File: config.mk
export PLATFORM = sky130hd
export DESIGN_NAME = hashed_set_insert_search
export DESIGN_NICKNAME = d
export VERILOG_FILES = /design/src/design/hsis_pkg.sv /design/src/design/hsis_front.sv /design/src/design/hsis_queue.sv /design/src/design/hsis_back.sv /design/src/design/hashed_set_insert_search.sv
export SDC_FILE = /design/constraint.sdc
export NUM_CORES = 2
export LEC_CHECK = 0
export BUFFER_PORTS_ARGS = -buffer_cell sky130_fd_sc_hd__buf_4
export CAP_MARGIN = 20
export CELL_PAD_IN_SITES_DETAIL_PLACEMENT = 0
export CELL_PAD_IN_SITES_GLOBAL_PLACEMENT = 2
export CORE_AREA = 10 10 606 608
export DETAILED_ROUTE_END_ITERATION = 7
export DIE_AREA = 0 0 616 618
export GPL_TIMING_DRIVEN = 1
export PLACE_DENSITY_LB_ADDON = 0.1
export SETUP_SLACK_MARGIN = 0.05
export SKIP_CTS_REPAIR_TIMING = 1
export SLEW_MARGIN = 25
export SYNTH_ARGS = -nofsm -noshare
export SYNTH_HDL_FRONTEND = slang
export SYNTH_SLANG_ARGS = --single-unit
File: constraint.sdc
create_clock -name clk -period 20.6 [get_ports clk]
set_input_delay 3.09 -clock clk [delete_from_list [all_inputs] [get_ports clk]]
set_output_delay 3.09 -clock clk [all_outputs]
set_load 0.05 [all_outputs]
File: src/design/hsis_pkg.sv
// Package for the hashed set insert/search block.
// Holds field widths, operation and status codes, default sizes and the item type.
// No dependencies.
package hsis_pkg;

    localparam int KEY_W    = 31;
    localparam int STATUS_W = 2;
    localparam int SLOT_W   = 4;

    localparam int BUCKETS_DEF = 10;
    localparam int WAYS_DEF    = 8;
    localparam int QUEUE_DEPTH = 2;

    localparam logic FUNC_INSERT = 1'b0;
    localparam logic FUNC_SEARCH = 1'b1;

    localparam logic [STATUS_W-1:0] ST_ADDED     = 2'd0;
    localparam logic [STATUS_W-1:0] ST_FOUND     = 2'd1;
    localparam logic [STATUS_W-1:0] ST_NOT_FOUND = 2'd2;
    localparam logic [STATUS_W-1:0] ST_FULL      = 2'd3;

    typedef struct packed {
        logic             func;
        logic [KEY_W-1:0] key;
    } hsis_item_t;

endpackage

File: src/design/hsis_front.sv
// Front end of the hashed set: accepts request transactions and computes the bucket.
// Depends on hsis_pkg.
module hsis_front
    import hsis_pkg::*;
#(
    parameter int BUCKETS = BUCKETS_DEF,
    parameter int BKT_W   = $clog2(BUCKETS)
)
(
    input  logic             clk,
    input  logic             rst_n,
    input  logic             req_valid,
    output logic             req_stall,
    input  logic             func,
    input  logic [KEY_W-1:0] key_value,
    output logic             push,
    input  logic             push_ready,
    output hsis_item_t       push_item,
    output logic [BKT_W-1:0] push_bucket
);

    // Exact quotient by multiplying with a rounded-up reciprocal.
    localparam int          SHIFT      = KEY_W + $clog2(BUCKETS);
    localparam logic [63:0] RECIP_WIDE =
        ((64'd1 << SHIFT) + 64'(BUCKETS) - 64'd1) / 64'(BUCKETS);
    localparam logic [31:0]      RECIP     = RECIP_WIDE[31:0];
    localparam logic [KEY_W-1:0] BUCKETS_K = KEY_W'(BUCKETS);
    localparam int               PROD_W    = KEY_W + 32;

    logic              valid_reg;
    hsis_item_t        item_reg;
    logic [PROD_W-1:0] prod_reg;
    logic              accept;
    logic [KEY_W-1:0]  quot;
    logic [KEY_W-1:0]  rem;

    assign req_stall = valid_reg && !push_ready;
    assign accept    = req_valid && !req_stall;
    assign push      = valid_reg && push_ready;

    always_ff @(posedge clk or negedge rst_n)
    begin
        if (!rst_n)
        begin
            valid_reg <= 1'b0;
        end
        else if (accept)
        begin
            valid_reg <= 1'b1;
        end
        else if (push)
        begin
            valid_reg <= 1'b0;
        end
    end

    always_ff @(posedge clk)
    begin
        if (accept)
        begin
            item_reg.func <= func;
            item_reg.key  <= key_value;
            prod_reg      <= PROD_W'(key_value) * PROD_W'(RECIP);
        end
    end

    always_comb
    begin
        quot = KEY_W'(prod_reg >> SHIFT);
        rem  = item_reg.key - quot * BUCKETS_K;
    end

    assign push_item   = item_reg;
    assign push_bucket = BKT_W'(rem);

endmodule

File: src/design/hsis_queue.sv
// Short FIFO between the front end and the back end of the hashed set.
// Depends on hsis_pkg.
module hsis_queue
    import hsis_pkg::*;
#(
    parameter int DATA_W = KEY_W + 1
)
(
    input  logic              clk,
    input  logic              rst_n,
    input  logic              push,
    output logic              push_ready,
    input  logic [DATA_W-1:0] push_data,
    input  logic              pop,
    output logic              pop_valid,
    output logic [DATA_W-1:0] pop_data
);

    localparam int PTR_W = (QUEUE_DEPTH > 1) ? $clog2(QUEUE_DEPTH) : 1;
    localparam int CNT_W = $clog2(QUEUE_DEPTH + 1);

    logic [DATA_W-1:0] slots_reg [QUEUE_DEPTH];
    logic [PTR_W-1:0]  wr_ptr_reg;
    logic [PTR_W-1:0]  rd_ptr_reg;
    logic [CNT_W-1:0]  count_reg;
    logic              do_push;
    logic              do_pop;

    assign push_ready = count_reg != CNT_W'(QUEUE_DEPTH);
    assign pop_valid  = count_reg != '0;
    assign pop_data   = slots_reg[rd_ptr_reg];
    assign do_push    = push && push_ready;
    assign do_pop     = pop && pop_valid;

    always_ff @(posedge clk or negedge rst_n)
    begin
        if (!rst_n)
        begin
            wr_ptr_reg <= '0;
            rd_ptr_reg <= '0;
            count_reg  <= '0;
        end
        else
        begin
            if (do_push)
            begin
                wr_ptr_reg <= (wr_ptr_reg == PTR_W'(QUEUE_DEPTH - 1)) ? '0 : wr_ptr_reg + 1'b1;
            end
            if (do_pop)
            begin
                rd_ptr_reg <= (rd_ptr_reg == PTR_W'(QUEUE_DEPTH - 1)) ? '0 : rd_ptr_reg + 1'b1;
            end
            if (do_push && !do_pop)
            begin
                count_reg <= count_reg + 1'b1;
            end
            else if (do_pop && !do_push)
            begin
                count_reg <= count_reg - 1'b1;
            end
        end
    end

    always_ff @(posedge clk)
    begin
        if (do_push)
        begin
            slots_reg[wr_ptr_reg] <= push_data;
        end
    end

endmodule

File: src/design/hsis_back.sv
// Back end of the hashed set: bucket store, fill counts, lookup and response register.
// Depends on hsis_pkg.
module hsis_back
    import hsis_pkg::*;
#(
    parameter int BUCKETS = BUCKETS_DEF,
    parameter int WAYS    = WAYS_DEF,
    parameter int BKT_W   = $clog2(BUCKETS)
)
(
    input  logic                clk,
    input  logic                rst_n,
    input  logic                item_valid,
    output logic                item_pop,
    input  hsis_item_t          item,
    input  logic [BKT_W-1:0]    item_bucket,
    output logic                rsp_valid,
    input  logic                rsp_stall,
    output logic [STATUS_W-1:0] status,
    output logic [SLOT_W-1:0]   slot
);

    localparam int   ROW_W  = WAYS * KEY_W;
    localparam int   FILL_W = $clog2(WAYS + 1);
    localparam int   WAY_W  = (WAYS > 1) ? $clog2(WAYS) : 1;
    localparam logic S_IDLE = 1'b0;
    localparam logic S_LOOK = 1'b1;

    logic [ROW_W-1:0]  mem [BUCKETS];
    logic [FILL_W-1:0] fill_reg [BUCKETS];

    logic                state_reg;
    logic [ROW_W-1:0]    row_reg;
    logic [FILL_W-1:0]   cur_fill_reg;
    logic [KEY_W-1:0]    key_reg;
    logic                func_reg;
    logic [BKT_W-1:0]    bucket_reg;
    logic                rsp_valid_reg;
    logic [STATUS_W-1:0] status_reg;
    logic [SLOT_W-1:0]   slot_reg;

    logic                hit;
    logic                full;
    logic                wr_en;
    logic [WAY_W-1:0]    wr_way;
    logic [ROW_W-1:0]    row_next;
    logic [STATUS_W-1:0] status_next;

    assign item_pop = (state_reg == S_IDLE) && item_valid && (!rsp_valid_reg || !rsp_stall);

    always_comb
    begin
        hit = 1'b0;
        for (int w = 0; w < WAYS; w++)
        begin
            if ((FILL_W'(w) < cur_fill_reg) && (row_reg[w*KEY_W +: KEY_W] == key_reg))
            begin
                hit = 1'b1;
            end
        end
        full     = cur_fill_reg >= FILL_W'(WAYS);
        wr_way   = cur_fill_reg[WAY_W-1:0];
        wr_en    = (state_reg == S_LOOK) && (func_reg == FUNC_INSERT) && !full;
        row_next = row_reg;
        row_next[wr_way*KEY_W +: KEY_W] = key_reg;
        if (func_reg == FUNC_INSERT)
        begin
            status_next = full ? ST_FULL : ST_ADDED;
        end
        else
        begin
            status_next = hit ? ST_FOUND : ST_NOT_FOUND;
        end
    end

    always_ff @(posedge clk or negedge rst_n)
    begin
        if (!rst_n)
        begin
            state_reg     <= S_IDLE;
            rsp_valid_reg <= 1'b0;
            for (int b = 0; b < BUCKETS; b++)
            begin
                fill_reg[b] <= '0;
            end
        end
        else
        begin
            case (state_reg)
                S_IDLE:
                begin
                    if (item_pop)
                    begin
                        state_reg <= S_LOOK;
                    end
                end
                S_LOOK:
                begin
                    state_reg <= S_IDLE;
                end
                default:
                begin
                    state_reg <= S_IDLE;
                end
            endcase
            if (state_reg == S_LOOK)
            begin
                rsp_valid_reg <= 1'b1;
            end
            else if (!rsp_stall)
            begin
                rsp_valid_reg <= 1'b0;
            end
            if (wr_en)
            begin
                fill_reg[bucket_reg] <= cur_fill_reg + 1'b1;
            end
        end
    end

    always_ff @(posedge clk)
    begin
        if (item_pop)
        begin
            row_reg      <= mem[item_bucket];
            cur_fill_reg <= fill_reg[item_bucket];
            key_reg      <= item.key;
            func_reg     <= item.func;
            bucket_reg   <= item_bucket;
        end
        if (wr_en)
        begin
            mem[bucket_reg] <= row_next;
        end
        if (state_reg == S_LOOK)
        begin
            status_reg <= status_next;
            slot_reg   <= SLOT_W'(bucket_reg);
        end
    end

    assign rsp_valid = rsp_valid_reg;
    assign status    = status_reg;
    assign slot      = slot_reg;

endmodule

File: src/design/hashed_set_insert_search.sv
// Top level of the hashed set with insert and search.
// Depends on hsis_pkg, hsis_front, hsis_queue and hsis_back.
//
// Usage:
// The request channel (req_valid, req_stall) carries one transaction per operation:
// func selects insert or search and key_value is the 31-bit key. The response channel
// (rsp_valid, rsp_stall) returns exactly one transaction per request, in order, with
// status (added, found, not found, bucket full) and slot, the low four bits of the
// bucket index, key modulo BUCKETS.
// The front end registers the key and a reciprocal product, derives the bucket index
// and pushes into a two-entry queue. The back end reads the bucket row and its fill
// count into registers, then compares all ways in parallel and writes the appended key
// back on an insert that finds room.
// A request passes the front register, the queue, the back end's row registers and the
// response register on its way to rsp_valid. The back end takes no new transaction until
// it has finished the read then write-back sequence on the single-port bucket store.
// Reset clears all fill counts and empties the front stage, the queue and the response
// register; no clearing pass is needed, so requests are taken right after reset.
// When the receiver holds rsp_stall, the response stays registered, the back end stops
// popping, the queue fills and req_stall then rises.
module hashed_set_insert_search
    import hsis_pkg::*;
#(
    parameter int BUCKETS = BUCKETS_DEF,
    parameter int WAYS    = WAYS_DEF
)
(
    input  logic                clk,
    input  logic                rst_n,
    input  logic                req_valid,
    output logic                req_stall,
    input  logic                func,
    input  logic [KEY_W-1:0]    key_value,
    output logic                rsp_valid,
    input  logic                rsp_stall,
    output logic [STATUS_W-1:0] status,
    output logic [SLOT_W-1:0]   slot
);

    localparam int BKT_W  = $clog2(BUCKETS);
    localparam int ITEM_W = $bits(hsis_item_t);
    localparam int DATA_W = ITEM_W + BKT_W;

    logic              push;
    logic              push_ready;
    hsis_item_t        push_item;
    logic [BKT_W-1:0]  push_bucket;
    logic              pop;
    logic              pop_valid;
    logic [DATA_W-1:0] pop_data;
    hsis_item_t        pop_item;
    logic [BKT_W-1:0]  pop_bucket;

    hsis_front #(
        .BUCKETS (BUCKETS),
        .BKT_W   (BKT_W)
    ) u_front (
        .clk         (clk),
        .rst_n       (rst_n),
        .req_valid   (req_valid),
        .req_stall   (req_stall),
        .func        (func),
        .key_value   (key_value),
        .push        (push),
        .push_ready  (push_ready),
        .push_item   (push_item),
        .push_bucket (push_bucket)
    );

    hsis_queue #(
        .DATA_W (DATA_W)
    ) u_queue (
        .clk        (clk),
        .rst_n      (rst_n),
        .push       (push),
        .push_ready (push_ready),
        .push_data  ({push_item, push_bucket}),
        .pop        (pop),
        .pop_valid  (pop_valid),
        .pop_data   (pop_data)
    );

    assign pop_item   = pop_data[DATA_W-1:BKT_W];
    assign pop_bucket = pop_data[BKT_W-1:0];

    hsis_back #(
        .BUCKETS (BUCKETS),
        .WAYS    (WAYS),
        .BKT_W   (BKT_W)
    ) u_back (
        .clk         (clk),
        .rst_n       (rst_n),
        .item_valid  (pop_valid),
        .item_pop    (pop),
        .item        (pop_item),
        .item_bucket (pop_bucket),
        .rsp_valid   (rsp_valid),
        .rsp_stall   (rsp_stall),
        .status      (status),
        .slot        (slot)
    );

endmodule
==> run_results.csv <==
group,metric,value,unit
global_routing,busiest_layer,"met2",
sta,fin_setup_tns,0,ns
synthesis,ys_seq_area_frac,0.708,
sta,period_minus_slack,8.94,ns
synthesis,synth_compound_area_frac,0.0597,
critical_path,r2r_slack,14.61,ns
critical_path,cp.arrival,9.59,ns
critical_path,path_max_fanout,5,
sta,relSlewSlack,0.277,
detailed_routing,drc,0,
synthesis,synth_fa_ha_area_frac,0.0479,
sta,final_hold_viol_count,0,
clock_tree,path_clk_slew,0.06,ns
global_routing,use_met3,0.0239,
die,start_util,0.349,
synthesis,synth_top_flop_cell,"edfxtp_1",
sta,worstMarginPinSlew,1.07,ns
die,die_h,618,um
die,dieArea,0.381,mm2
power_and_ir_drop,power,25.6,mW
sta,setup_viol,0,
synthesis,synth_xor_area_frac,0.0198,
power_and_ir_drop,vdd_ir_drop_max,166,uV
cells_and_area,fill_cells,33200,
min_path,hold_path_class,"reg2reg",
cells_and_area,drive_gt1_frac,0.0854,
global_routing,gr-usage-met1,0.279,
die,ios,44,
detailed_routing,num_vias,75300,
cells_and_area,largest_register_ffs,2480,
power_and_ir_drop,p_leak,48.5,nW
synthesis,avgSynthCellArea,13.3,um2
clock_tree,cts-root-buf,"clkbuf_16",
sta,maxSlewViolCount,0,
global_routing,met2_usage,0.340,
critical_path,crit_required,21.24,ns
sta,fmax,112,MHz
synthesis,ys_ff_latch,2925,
placed_design,dp_cells,13700,
synthesis,ys_async_sr_fraction,0.0161,
detailed_routing,drtIter0Drc,5917,
critical_path,cpMaxStageDelayCell,"fa_1",
synthesis,syn-num-nets,9705,
placed_design,gp_congestion,0.783,
critical_path,startpoint_type,"input pin",
synthesis,synthMuxAreaShare,0.0106,
die,rows,219,
clock_tree,cts.sinks,2925,
clock_tree,clockBufferDepth,4,
detailed_routing,firstDrtPassIters,5,
cells_and_area,post-route-util,0.394,
critical_path,crit_buf_inv,9,
global_routing,gr-total-overflow,0,
synthesis,yosys.area_share.simple,0.126,
critical_path,cp_common_cell,"inv_1",
sta,skew,0.0704,ns
critical_path,crit_chain,"buf_4 -> inv_1 -> ha_1 -> inv_1 -> fa_1 -> inv_1 -> fa_1 -> inv_1 -> fa_1 -> inv_1 -> fa_1 -> inv_1 -> fa_1 -> fa_1 -> inv_1 -> fa_1 -> inv_1 -> ha_1 -> and4_1 -> a221oi_1 -> o211ai_1 -> or4_1 -> o2111a_1",
synthesis,synth_cells,9300,
clock_tree,worstSkewPairLatency,0.96,ns
placed_design,hpwl,211000,um
detailed_routing,wl_per_cell,27.6,um
clock_tree,cts_tree,"built",
cells_and_area,multi_input_area,0.0328,mm2
synthesis,syn_area,0.124,mm2
synthesis,synth.distinct_cells,54,
critical_path,crit_family,"adder cells",
detailed_routing,antenna_violating_nets_post_route,0,
global_routing,antenna_found_initial,11,
cells_and_area,nNetsFinal,9678,
die,core,0.355,mm2
cells_and_area,area.sequential,0.0876,mm2
critical_path,end_kind,"flip-flop",
cells_and_area,final_cells,14300,
outcome,status,"finished, final reports clean",
die,die_x,616,um
synthesis,ys_warn_count,0,
placed_design,placement.cell_area,0.129,mm2
synthesis,synth_edf_count,2878,
global_routing,grt_use_total,0.200,
synthesis,synth_top_area_frac,0.698,
critical_path,max_stage_delay,0.57,ns
run,maxCapViolCount,0,
critical_path,setup.worst_path.class,"in2reg",
detailed_routing,wirelength,395000,um
synthesis,synth_top_family_by_area,"simple AND/OR/NAND/NOR gates",
clock_tree,h-tree-depth,5,
synthesis,yosys.area.top_type,"edfxtp_1",
placed_design,numPortBuffers,43,
sta,layout_worst_path_cycle_share,0.434,
global_routing,grt_pass1_wl,567000,um
cells_and_area,area_delta_synth_final,12.8,%
clock_tree,cts_buffers,335,
global_routing,grt_max_degree,175,
detailed_routing,vias_per_cell,5.27,
synthesis,synth.area.top_cells,"edfxtp_1 70%, nand2_1 8.6%, a311oi_1 3.5%, fa_1 2.8%, nand3_1 2.1%",
global_routing,grt_pass1_vias,76000,
cells_and_area,fin_area,0.140,mm2
sta,rsz0062_at_grt,"no",
power_and_ir_drop,p_per_area,184,mW/mm2
[cells in the final DEF, fill, tap and decap left out, types with 5 or more instances in the layout]
master and instances:
inv_1 253, xor2_1 124, a311oi_1 500, a21oi_1 28
inv_6 12, clkbuf_1 88, nor4_2 5, and3_1 253
nand2_1 2825, nor2_1 18, nand3_1 513, clkbuf_8 6
edfxtp_1 2878, clkinv_2 45, o21ai_1 129, inv_8 6
fa_1 174, clkinv_8 5, buf_12 17, a31oi_1 253
dfrtp_1 46, clkinv_1 79, inv_16 6, xnor2_1 155
nor4_1 30, nor3_1 5, buf_4 214, clkinvlp_4 6
bufinv_16 14, mux2_2 107, nand4_1 47, clkbuf_16 336
o21ai_0 81, ha_1 195
[logic make-up after synthesis]
family / Yosys count
AOI/OAI and AO/OA: 1020
xor gates and xnor gates: 280
adders and majority gates: 369
buffers and inverters: 858
DFF: 2925
muxes: 115
and+or+nand+nor: 3733
[through the flow]
step | worst slack, ns | hold slack [ns]
global placement | 10.47 | 0.433
detailed placement | 10.64 | 0.447
global route | 11.33 | 0.444
floorplan | 3.19 | 0.421
CTS | 11.63 | 0.420
finish | 11.66 | 0.422
[routing by layer]
layer  wire length (um)  vias up
met1             181000    39400
met5                  0        -
met3              15200      433
met4               7870        0
met2             191000     1558
li1                   -    33900
[final timing paths]
kind | from | endpoint | cells after the start
max in group asynchronous | rst_n | u_back.fill_reg[11] | 1
worst min-delay path | u_front.push_item[4] | u_queue.slots_reg[1][8] | 0
worst min register to register | u_front.push_item[4] | u_queue.slots_reg[1][8] | 0
min in group asynchronous | rst_n | u_front.valid_reg | 1
worst max-delay path | key_value[5] | u_front.prod_reg[35] | 23
worst max register to register | u_queue.rd_ptr_reg | u_back.row_reg[114] | 12
[final cells by class]
class | count | area share
flip-flops and latches | 2925 | 0.627
clock buffers | 430 | 0.0632
well taps | 4751 | 0.0426
inverters | 261 | 0.00754
multi-input cells | 5517 | 0.235
repair buffers | 233 | 0.0143
clock inverters | 171 | 0.00999
diodes | 1 | 0.0000179
[cells in the mapped netlist, types with 3 or more instances]
cell type and count:
mux2_2 108, dfrtp_1 47, ha_1 195, o21a_1 4
nor2_1 23, mux2i_1 5, fa_1 174, o311ai_0 3
a311oi_1 500, nand3_1 514, nor2b_1 3, buf_2 166
edfxtp_1 2878, nand2b_1 4, a31oi_1 253, buf_4 15
o211ai_1 3, a21o_1 4, o22ai_1 4, xor2_1 124
xnor2_1 156, buf_1 20, and3_1 254, nand4_1 47
nand2_1 2831, buf_6 4, nor4_1 35, nand3b_1 3
o21ai_0 210, a21oi_1 28, inv_1 259, nor3_1 6
clkbuf_1 390
[worst register-to-register path: stages, from the launching register on]
cell and delay, ns:
dfrtp_2 0.34, buf_4 0.52, mux2i_4 0.66, buf_4 0.42, buf_4 0.58, buf_4 0.79
buf_4 0.72, buf_4 0.77, nand2_1 0.17, and3_1 0.19, a311oi_1 0.28, a311oi_1 0.10
a31oi_1 0.24
[report_power, final]
group / switching [mW] / internal [mW]
combinational: 7.71 / 3.24
sequential: 0.390 / 8.63
clock: 2.45 / 3.21
Note: power is estimated with default switching activity, not from simulation.
